File: src/rtl/crfm_pkg.sv
// shared constants and types for the code-point range font map
`default_nettype none
package crfm_pkg;
    localparam int unsigned TBL_ENTRIES = 64;
    localparam int unsigned ADDR_W      = $clog2(TBL_ENTRIES);
    localparam int unsigned CNT_W       = $clog2(TBL_ENTRIES + 1);
    localparam int unsigned CP_W        = 21;
    localparam int unsigned FONT_W      = 4;

    typedef enum logic [1:0] {
        OP_LOOKUP   = 2'd0,
        OP_INSERT   = 2'd1,
        OP_COMPRESS = 2'd2,
        OP_CLEAR    = 2'd3
    } t_op;

    typedef enum logic [1:0] {
        ST_DONE  = 2'd0,
        ST_FULL  = 2'd1,
        ST_EMPTY = 2'd2
    } t_status;

    typedef struct packed {
        logic [CP_W-1:0]   cp_lo;
        logic [CP_W-1:0]   cp_hi;
        logic [FONT_W-1:0] font;
    } t_entry;

    localparam int unsigned ENTRY_W = $bits(t_entry);
endpackage
`default_nettype wire

File: src/rtl/crfm_ram.sv
// simple dual-port table memory, one write and one registered read port
`default_nettype none
module crfm_ram #(
    parameter int unsigned DW = 8,
    parameter int unsigned AW = 4
) (
    input  wire logic          i_clk,
    input  wire logic          i_we,
    input  wire logic [AW-1:0] i_waddr,
    input  wire logic [DW-1:0] i_wdata,
    input  wire logic [AW-1:0] i_raddr,
    output logic      [DW-1:0] o_rdata
);
    logic [DW-1:0] r_mem [2**AW];

    always_ff @(posedge i_clk) begin
        if (i_we) begin
            r_mem[i_waddr] <= i_wdata;
        end
        o_rdata <= r_mem[i_raddr];
    end
endmodule
`default_nettype wire

File: src/rtl/codepoint_range_font_map.sv
// code-point range font map: sorted range table with lookup, insert, compress, clear
// lookup and insert read and check each entry visited; an insert that adds a range then
// moves each later entry up by a read and a write and places it; compress visits every
// entry; clear goes straight to the result. the next beat is taken in the cycle after the
// result is loaded, once the result register is free; one beat at a time, single read port.
// reset clears the entry count and control; table contents are undefined until written
`default_nettype none
module codepoint_range_font_map (
    input  wire logic        i_clk,
    input  wire logic        i_rst_n,
    input  wire logic        i_s_tvalid,
    output logic             o_s_tready,
    input  wire logic [47:0] i_s_tdata,  // opcode, code_point, range_end, font_number
    output logic             o_m_tvalid,
    input  wire logic        i_m_tready,
    output logic      [15:0] o_m_tdata   // found, font_out, status, entry_count, zero pad
);
    import crfm_pkg::*;

    typedef enum logic [6:0] {
        S_IDLE  = 7'b0000001,
        S_RD    = 7'b0000010,
        S_EV    = 7'b0000100,
        S_FIN   = 7'b0001000,
        S_SH_RD = 7'b0010000,
        S_SH_WR = 7'b0100000,
        S_DONE  = 7'b1000000
    } t_state;

    t_state            r_state, n_state;
    t_op               r_op;
    logic [CP_W-1:0]   r_cp, r_re;
    logic [FONT_W-1:0] r_fn;
    logic [CNT_W-1:0]  r_used, r_k, r_pos;
    logic              r_hv, r_nv;
    logic [CP_W-1:0]   r_hend, r_nstart;
    logic [FONT_W-1:0] r_hfont;
    t_entry            r_w, r_ins;
    logic [ADDR_W-1:0] r_wi;
    logic              r_found;
    logic [FONT_W-1:0] r_font;
    t_status           r_stat;
    logic              r_mv;
    logic [15:0]       r_md;

    logic              we;
    logic [ADDR_W-1:0] waddr, raddr;
    t_entry            wdata, rdata;
    logic [ENTRY_W-1:0] rdata_raw;

    crfm_ram #(.DW(ENTRY_W), .AW(ADDR_W)) u_ram (
        .i_clk   (i_clk),
        .i_we    (we),
        .i_waddr (waddr),
        .i_wdata (wdata),
        .i_raddr (raddr),
        .o_rdata (rdata_raw)
    );
    assign rdata = t_entry'(rdata_raw);

    // clipped insert bounds
    logic [CP_W:0]   f_adj;
    logic [CP_W-1:0] l_adj;
    t_status         ins_st;
    always_comb begin
        f_adj  = (r_hv && r_cp <= r_hend) ? {1'b0, r_hend} + 1'b1 : {1'b0, r_cp};
        l_adj  = r_re;
        ins_st = ST_DONE;
        if (r_cp > r_re || f_adj > {1'b0, r_re}) begin
            ins_st = ST_EMPTY;
        end else if (r_nv && r_nstart <= r_re) begin
            if ({1'b0, r_nstart} <= f_adj) begin
                ins_st = ST_EMPTY;
            end else begin
                l_adj = r_nstart - 1'b1;
            end
        end
        if (ins_st == ST_DONE && r_used >= CNT_W'(TBL_ENTRIES)) begin
            ins_st = ST_FULL;
        end
    end

    always_comb begin
        n_state = r_state;
        raddr   = r_k[ADDR_W-1:0];
        we      = 1'b0;
        waddr   = r_wi;
        wdata   = r_w;
        unique case (r_state)
            S_IDLE: if (i_s_tvalid) begin
                n_state = (t_op'(i_s_tdata[1:0]) == OP_CLEAR) ? S_DONE : S_RD;
            end
            S_RD: begin
                n_state = (r_k == r_used) ? S_FIN : S_EV;
            end
            S_EV: begin
                n_state = S_RD;
                unique case (r_op)
                    OP_LOOKUP: if (rdata.cp_lo > r_cp) n_state = S_FIN;
                    OP_INSERT: if (rdata.cp_lo >= r_cp) n_state = S_FIN;
                    OP_COMPRESS: if (r_k != '0 && rdata.font != r_w.font) we = 1'b1;
                    default: n_state = S_FIN;
                endcase
            end
            S_FIN: begin
                n_state = S_DONE;
                if (r_op == OP_COMPRESS && r_used != '0) we = 1'b1;
                if (r_op == OP_INSERT && ins_st == ST_DONE) n_state = S_SH_RD;
            end
            S_SH_RD: begin
                raddr = ADDR_W'(r_k - 1'b1);
                if (r_k == r_pos) begin
                    we      = 1'b1;
                    waddr   = r_pos[ADDR_W-1:0];
                    wdata   = r_ins;
                    n_state = S_DONE;
                end else begin
                    n_state = S_SH_WR;
                end
            end
            S_SH_WR: begin
                we      = 1'b1;
                waddr   = r_k[ADDR_W-1:0];
                wdata   = rdata;
                n_state = S_SH_RD;
            end
            S_DONE: if (!r_mv || i_m_tready) n_state = S_IDLE;
            default: n_state = S_IDLE;
        endcase
    end

    assign o_s_tready = (r_state == S_IDLE);

    always_ff @(posedge i_clk) begin
        if (!i_rst_n) begin
            r_state <= S_IDLE;
            r_used  <= '0;
            r_mv    <= 1'b0;
        end else begin
            r_state <= n_state;
            if (r_state != S_DONE && i_m_tready) r_mv <= 1'b0;
            unique case (r_state)
                S_IDLE: if (i_s_tvalid) begin
                    r_op    <= t_op'(i_s_tdata[1:0]);
                    r_cp    <= i_s_tdata[22:2];
                    r_re    <= i_s_tdata[43:23];
                    r_fn    <= i_s_tdata[47:44];
                    r_k     <= '0;
                    r_wi    <= '0;
                    r_hv    <= 1'b0;
                    r_nv    <= 1'b0;
                    r_found <= 1'b0;
                    r_font  <= '0;
                    r_stat  <= ST_DONE;
                    if (t_op'(i_s_tdata[1:0]) == OP_CLEAR) r_used <= '0;
                end
                S_EV: begin
                    unique case (r_op)
                        OP_LOOKUP: if (rdata.cp_lo <= r_cp) begin
                            r_hv    <= 1'b1;
                            r_hend  <= rdata.cp_hi;
                            r_hfont <= rdata.font;
                            r_k     <= r_k + 1'b1;
                        end
                        OP_INSERT: if (rdata.cp_lo < r_cp) begin
                            r_hv   <= 1'b1;
                            r_hend <= rdata.cp_hi;
                            r_k    <= r_k + 1'b1;
                        end else begin
                            r_nv     <= 1'b1;
                            r_nstart <= rdata.cp_lo;
                        end
                        OP_COMPRESS: begin
                            r_k <= r_k + 1'b1;
                            if (r_k == '0) begin
                                r_w <= rdata;
                            end else if (rdata.font == r_w.font) begin
                                r_w.cp_hi <= rdata.cp_hi;
                            end else begin
                                r_w  <= rdata;
                                r_wi <= r_wi + 1'b1;
                            end
                        end
                        default: ;
                    endcase
                end
                S_FIN: begin
                    unique case (r_op)
                        OP_LOOKUP: if (r_hv && r_cp <= r_hend) begin
                            r_found <= 1'b1;
                            r_font  <= r_hfont;
                        end
                        OP_INSERT: begin
                            r_stat <= ins_st;
                            r_pos  <= r_k;
                            r_k    <= r_used;
                            r_ins  <= '{cp_lo: f_adj[CP_W-1:0], cp_hi: l_adj, font: r_fn};
                        end
                        OP_COMPRESS: if (r_used != '0) r_used <= CNT_W'(r_wi) + 1'b1;
                        default: ;
                    endcase
                end
                S_SH_RD: if (r_k == r_pos) r_used <= r_used + 1'b1;
                S_SH_WR: r_k <= r_k - 1'b1;
                S_DONE: if (!r_mv || i_m_tready) begin
                    r_mv <= 1'b1;
                    r_md <= {2'b00, r_used, r_stat, r_font, r_found};
                end
                default: ;
            endcase
        end
    end

    assign o_m_tvalid = r_mv;
    assign o_m_tdata  = r_md;

    a_used_max: assert property (@(posedge i_clk) disable iff (!i_rst_n)
        r_used <= CNT_W'(TBL_ENTRIES)) else $error("entry count beyond table size");
    a_onehot: assert property (@(posedge i_clk) disable iff (!i_rst_n)
        $onehot(r_state)) else $error("state register not one-hot");
    a_no_idle_write: assert property (@(posedge i_clk) disable iff (!i_rst_n)
        (r_state == S_IDLE || r_state == S_DONE) |-> !we) else $error("table write while idle");
    a_put_grows: assert property (@(posedge i_clk) disable iff (!i_rst_n)
        (r_state == S_SH_RD && r_k == r_pos) |=> r_used == $past(r_used) + 1'b1)
        else $error("insert did not add an entry");
endmodule
`default_nettype wire
File: config.mk
export PLATFORM = sky130hd
export DESIGN_NAME = codepoint_range_font_map
export DESIGN_NICKNAME = d
export VERILOG_FILES = /design/src/rtl/crfm_pkg.sv /design/src/rtl/crfm_ram.sv /design/src/rtl/codepoint_range_font_map.sv
export SDC_FILE = /design/constraint.sdc
export NUM_CORES = 2
export LEC_CHECK = 0
export ABC_AREA = 1
export BUFFER_PORTS_ARGS = -buffer_cell sky130_fd_sc_hd__buf_2
export CAP_MARGIN = 5
export CORE_MARGIN = 1
export CORE_UTILIZATION = 60
export CTS_BUF_LIST = sky130_fd_sc_hd__clkbuf_16
export DETAILED_ROUTE_END_ITERATION = 10
export PLACE_DENSITY = 0.76
export SLEW_MARGIN = 10
export SYNTH_ARGS = -nofsm -noshare
export SYNTH_HDL_FRONTEND = slang
export SYNTH_SLANG_ARGS = --single-unit
File: constraint.sdc
create_clock -name i_clk -period 7 [get_ports i_clk]
set_input_delay 1.05 -clock i_clk [delete_from_list [all_inputs] [get_ports i_clk]]
set_output_delay 1.05 -clock i_clk [all_outputs]
set_load 0.01 [all_outputs]
; Yosys cells after proc, flatten, opt, wreduce, memory -nomap -nowiden
; Memory sizes are Yosys's and may differ from the RTL's. A register that Yosys moved wholly into a read port is not among the register bits.
; Cells that the tools add are included.
[word_totals]
register_bits = 244
latch_bits = 0
mem_bits_rw = 2944
rom_bits = 0
in_bits = 52
out_inout_bits = 18
elab_cells = 191
n_memories = 1
[classes]
n_addsub = 7
multipliers = 0
div_mod_pow = 0
magnitude_cmp = 10
eq_ne = 36
shift = 0
n_mux = 74
n_bitwise = 1
reduce_logical = 37
[memory_table]
columns = memory, depth, word_bits, rd, rd_ports_with_merged_regs, wr, line_no
row1 = u_ram.r_mem, 64, 46, 1, 1, 1, crfm_ram.sv:14  ; logic [DW-1:0] r_mem [2**AW];
[op_table]
columns = operator, count
row1 = 2-to-1 mux 21 bit, 6
row2 = 2-to-1 mux 7 bit, 14
row3 = 2-to-1 mux 46 bit, 2
row4 = one-hot mux 46 bit (2 select lines), 1
row5 = less-or-equal comparator 21 bit, 3
row6 = one-hot mux 7 bit (7 select lines), 1
row7 = > comparator 21 bit, 2
row8 = one-hot mux 21 bit (2 select lines), 1
row9 = one-hot mux 7 bit (3 select lines), 2
row10 = 2-to-1 mux 6 bit, 6
row11 = 2-to-1 mux 4 bit, 7
row12 = "!= test 2 bit, second input constant", 14
row13 = one-hot mux 7 bit (4 select lines), 1
row14 = one-hot mux 6 bit (2 select lines), 2
row15 = "adder 21 x 1 -> 22 bit, second input constant", 1
row16 = > comparator 22 x 21 -> 1 bit, 1
row17 = less-or-equal comparator 21 x 22 -> 1 bit, 1
row18 = 2-to-1 mux 22 bit, 1
row19 = >= comparator 21 bit, 1
row20 = < comparator 21 bit, 1
row21 = "subtractor 21 x 1 -> 21 bit, second input constant", 1
row22 = AND reduction 6 bit, 3
row23 = 2-to-1 mux 1 bit, 16
row24 = AND reduction 4 bit, 4
row25 = 41 further kinds, 73

; Logic depth before layout (Yosys ltp)
[depth]
word_depth = 14
mapped_depth = 35

; Modules after synthesis
; Synthesis repeated with hierarchy kept, for this count alone.
[hier_totals]
hier_cells = 11221
hier_area_um2 = 133389.2
[by_module_without_submodules]
columns = mod, instances, cells_each, area_each_um2, seq_area_each_um2
row1 = crfm_ram, 1, 9711, 119180.6, 89325.7
row2 = codepoint_range_font_map, 1, 1510, 14208.6, 7176.9

; Worst setup path after synthesis
; Ideal clock, no wire load.
[synth_timing]
path_kind = reg-to-reg
from = register r_state[6]
to = register r_ins[0] (netlist name), enable pin
setup_time_ns = 0.529
t_arrival_ns = 5.051
required_time_ns = 6.471
path_slack_ns = 1.420
stages_incl_launch_ff = 8
n_path_buf = 2
cell_sequence = dfxtp_1 -> nor3_1 -> inv_1 -> nor4_1 -> buf_2 -> inv_1 -> clkbuf_1 -> nor3_1
[synth_via]
elab_chain_len = 2
[synth_rtl]
columns = element, line_no
row1 = start: declaration, codepoint_range_font_map.sv:30  ; t_state r_state, n_state;
row2 = start signal: assignment, codepoint_range_font_map.sv:140  ; r_state <= n_state;
row3 = equality test 7 x 4 -> 1 bit, codepoint_range_font_map.sv:142  ; unique case (r_state)
row4 = AND reduction 3 bit (no line), -
row5 = end signal: assignment, codepoint_range_font_map.sv:197  ; r_ins <= '{cp_lo: f_adj[CP_W-1:0], cp_hi: l_adj, font: r_fn};
row6 = end: declaration, codepoint_range_font_map.sv:38  ; t_entry r_w, r_ins;
; No other way between the ends.
; A chain may end at the register's enable or synchronous reset.

; Worst setup path after layout
[layout_timing]
from = register r_k[2]
to = memory u_ram.r_mem[1][19] (netlist name), enable pin
[layout_via]
elab_chain_len = 7
elab_cells_between_ends = 11
[layout_rtl]
columns = element, line_no
row1 = start: declaration, codepoint_range_font_map.sv:34  ; logic [CNT_W-1:0] r_used, r_k, r_pos;
row2 = start signal: assignment, codepoint_range_font_map.sv:163  ; r_k <= r_k + 1'b1;
row3 = start signal: assignment, codepoint_range_font_map.sv:168  ; r_k <= r_k + 1'b1;
row4 = start signal: assignment, codepoint_range_font_map.sv:174  ; r_k <= r_k + 1'b1;
row5 = nonzero test 7 bit, codepoint_range_font_map.sv:101  ; OP_COMPRESS: if (r_k != '0 && rdata.font != r_w.font) we = 1'b1;
row6 = logical AND 1 bit, codepoint_range_font_map.sv:101
row7 = 2-to-1 mux 1 bit, codepoint_range_font_map.sv:101
row8 = 2-to-1 mux 1 bit, codepoint_range_font_map.sv:98  ; unique case (r_op)
row9 = one-hot mux 1 bit (4 select lines), codepoint_range_font_map.sv:89  ; unique case (r_state)
row10 = 2-to-1 mux 1 bit, crfm_ram.sv:17  ; if (i_we) begin
row11 = 2-to-1 mux 1 bit (implied by the code), crfm_ram.sv:18  ; r_mem[i_waddr] <= i_wdata;
row12 = end: declaration, crfm_ram.sv:14
; Several ways; a longest one is shown, not always the timed one.

==> results.md <==
- Die Height: 467 um
- Worst skew pair latency: 0.97 ns
- Worst Path Arrival: 6.36 ns
- Largest net degree at the start of global routing: 198
- Gate power share: 10.8%
- WP data required: 7.59 ns
- Cts repair resizes: 0
- Die Width: 467 um
- Top Family by Delay on Critical Path: simple AND/OR/NAND/NOR gates
- CTS Root Cell: clkbuf_16
- Slew @ Worst Pin: 1.30 ns
- Final nets: 10.1k
- Final Hold Fails: 0
- Congestion Overflow GR: 0
- Final Critical Period: 5.76 ns
- Hold buffer count at CTS: 0
- Vias in the first global route: 83.7k
- Peak supply drop: 0.262 mV
- Global Route Usage Sum: 34.2%
- Die footprint: 218,000 um2
- Static Leak: 0.0472 uW
- Final Cycle Share: 82.3%
- Final wirelength: 378,000 um
- Fillers: 14.3k
- DR vias/cell: 6.76
- Clock power frac: 39.3%
- Remaining antenna violation count: 0
- Status: finished, final reports clean
- Crit path cell chain: xor2_1, nor4_1, nand4_1, nor2_4, nor2_4, buf_4, a221oi_1, inv_1, nor2_1, nand3_1, nor2_4, buf_4
- DRT Pass-1 Iters: 9
- Routed wl met2: 174,000 um
- Core footprint: 215,000 um2
- Initial antenna violation count: 16
- Initial Utilization: 60.4%
- RePlAce Congestion: 0.913
- Number of CTS-inserted buffers: 332
- Per-cell routed wire length: 29.0 um
- DP Area: 134,000 um2
- Number of H-tree levels: 5
- Unrepaired setup endpoints after global routing: false
- Crit path capture type: flop
- Row count: 170
- Most common cell on crit path: nor2_4
- Multi-input combinational cell area: 30,300 um2
- CTS tree: yes
- Post-route cell area: 144,000 um2
- Max clock buf depth: 4
- Remaining DRCs: 0
- Slowest CP cell: nor2_4
- Port bufs: 67
- Final setup vio count: 0
- CTS sink count: 3,234
- DR top layer: met5
- Via count: 88.1k
- Seq. cell area: 96,500 um2
- Ys async rst share: 0%
- Fmax: 174 MHz
- Internal: 32,100 uW
- Number of synthesized flops with an enable pin: 3,173
- Metal3 WL: 49,700 um
- Peak per-stage delay on the critical path: 0.89 ns
- CP Class: flop to flop
- Setup TNS: 0 ns
- Netlist Area Pre-Place: 130,000 um2
- Synthesized instance count: 9,978
- First-pass GRT wire length: 545,000 um
- Area growth from synthesis to layout: 11.4%
- Slew headroom: 13.6%
- Hold Path Class: input port to flop
- Fin. max-slew vios: 0
- Critical path buffers and inverters: 3
- IO Count: 70
- Crit Path Max Fanout: 38
- YS warnings: 0
- P_sw: 10,900 uW
- Sw Share: 25.3%
- Syn Area/Cell: 13.0 um2
- Dpl hpwl: 204,000 um
- Iter 0 DRT Violations: 16.0k
- Post-CTS Setup Bufs: 0
- Startpoint types: flop
- Cell variety after synth: 61
- Post-synthesis sequential area ratio: 74.5%
- Power per cell area: 298 nW/um2
- Synthesized flop and latch total: 3,234
- Max Cap Viol: 0
- Clk_skew: 0.0897 ns
- M1 WL: 136,000 um
- Main flop type after synthesis: edfxtp_1
- Share of post-route cells with drive strength above 1: 9.12%
- Worst-path clk slew: 0.06 ns
- Flop pwr share: 49.9%
## power groups by stage
stage	sequential [uW]	clock (uW)	combinational, uW
finish	21400	16900	4650
global route	21400	17700	4980
CTS	21400	16900	4510
detailed placement	21800	0	4460
global placement	21800	0	4350
floorplan	21600	0	2930
## logic make-up after synthesis
group / after synthesis / share of synthesized area, %
and+or+nand+nor: 2695 / 8.24
buffers and inverters: 901 / 2.75
adders and majority gates: 135 / 1.30
DFF: 3234 / 74.5
xor gates and xnor gates: 52 / 0.352
other: 1 / 0.00289
AOI/OAI and AO/OA: 2960 / 12.9
## registers in the layout, indices dropped and copies added (netlist names), 7 cells and up
signal / flops
r_nstart: 21
r_w: 46
r_pos: 7
r_k: 7
o_m_tdata: 14
r_cp: 21
r_re: 21
u_ram.o_rdata: 46
r_state: 7
r_hend: 21
u_ram.r_mem: 2944
r_used: 7
r_ins: 46
## path summary, 6_finish.rpt
kind | from | end | slack [ns] | cells past startpoint
min | i_s_tdata[25] | r_re[2] | 0.28 | 1
max | r_k[2] | u_ram.r_mem[1][19] | 1.24 | 12
max reg2reg | r_k[2] | u_ram.r_mem[1][19] | 1.24 | 12
min reg2reg | r_fn[1] | r_ins[1] | 0.43 | 0
## cells in the mapped netlist, types with 26 or more instances
cell type / n / area (um2)
ha_1: 135 / 1690
nand4_1: 28 / 175
o21ai_0: 1893 / 9470
nand2_1: 413 / 1550
buf_2: 85 / 425
xor2_1: 36 / 315
nor3_1: 26 / 130
edfxtp_1: 3173 / 95300
nor2_1: 1995 / 7490
clkbuf_1: 561 / 2110
o221ai_1: 185 / 1620
o22ai_1: 733 / 4590
inv_1: 215 / 807
nand3_1: 178 / 891
dfxtp_1: 61 / 1220
a21oi_1: 76 / 380
## layer usage
| metal | up-vias | global-route usage (%) |
|---|---|---|
| li1 | 37100 | - |
| met1 | 42800 | 46.5 |
| met2 | 6907 | 52.8 |
| met3 | 1231 | 7.59 |
| met4 | 6 | 15.9 |
| met5 | - | 0 |
## stage by stage
stage / hold slack, ns / util (%) / total power, uW / instances / setup WS (ns)
after floorplan: 0.400 / - / 24600 / 9979 / 1.42
after global placement: 0.407 / 62.4 / 26200 / 12400 / 1.43
after detailed placement: 0.415 / 62.4 / 26300 / 12400 / 1.37
after CTS: 0.242 / 67.2 / 42900 / 13000 / 1.35
after global routing: 0.252 / 67.2 / 44100 / 13000 / 1.09
final: 0.284 / 67.2 / 43000 / 13000 / 1.24
## final cells by class
class	instances	share of cell area, %
inverters	229	0.619
diodes	6	0.0104
clock inverters	247	1.24
multi-input cells	5844	21.0
repair buffers	294	1.96
well taps	2838	2.46
clock buffers	337	5.84
flip-flops and latches	3234	66.9
## worst reg2reg max path: stages, from the launching register on
cell      delay [ns]
edfxtp_1        0.55
xor2_1          0.23
nor4_1          0.26
nand4_1         0.22
nor2_4          0.50
nor2_4          0.19
buf_4           0.32
a221oi_1        0.78
inv_1           0.18
nor2_1          0.29
nand3_1         0.56
nor2_4          0.90
buf_4           0.48
## layout by cell type (no fill, tap or decap), types with 68 or more instances in the layout
cell type,netlist,final
clkinv_1,2,78
o21ai_0,1893,1891
inv_1,215,281
nor2_1,1995,1927
buf_2,85,68
buf_4,12,163
nand2_1,413,413
ha_1,135,135
a21oi_1,76,76
clkbuf_16,0,337
o221ai_1,185,185
nor2_4,4,70
o22ai_1,733,733
nand3_1,178,133
edfxtp_1,3173,3173
(Power assumes the default switching activity.)
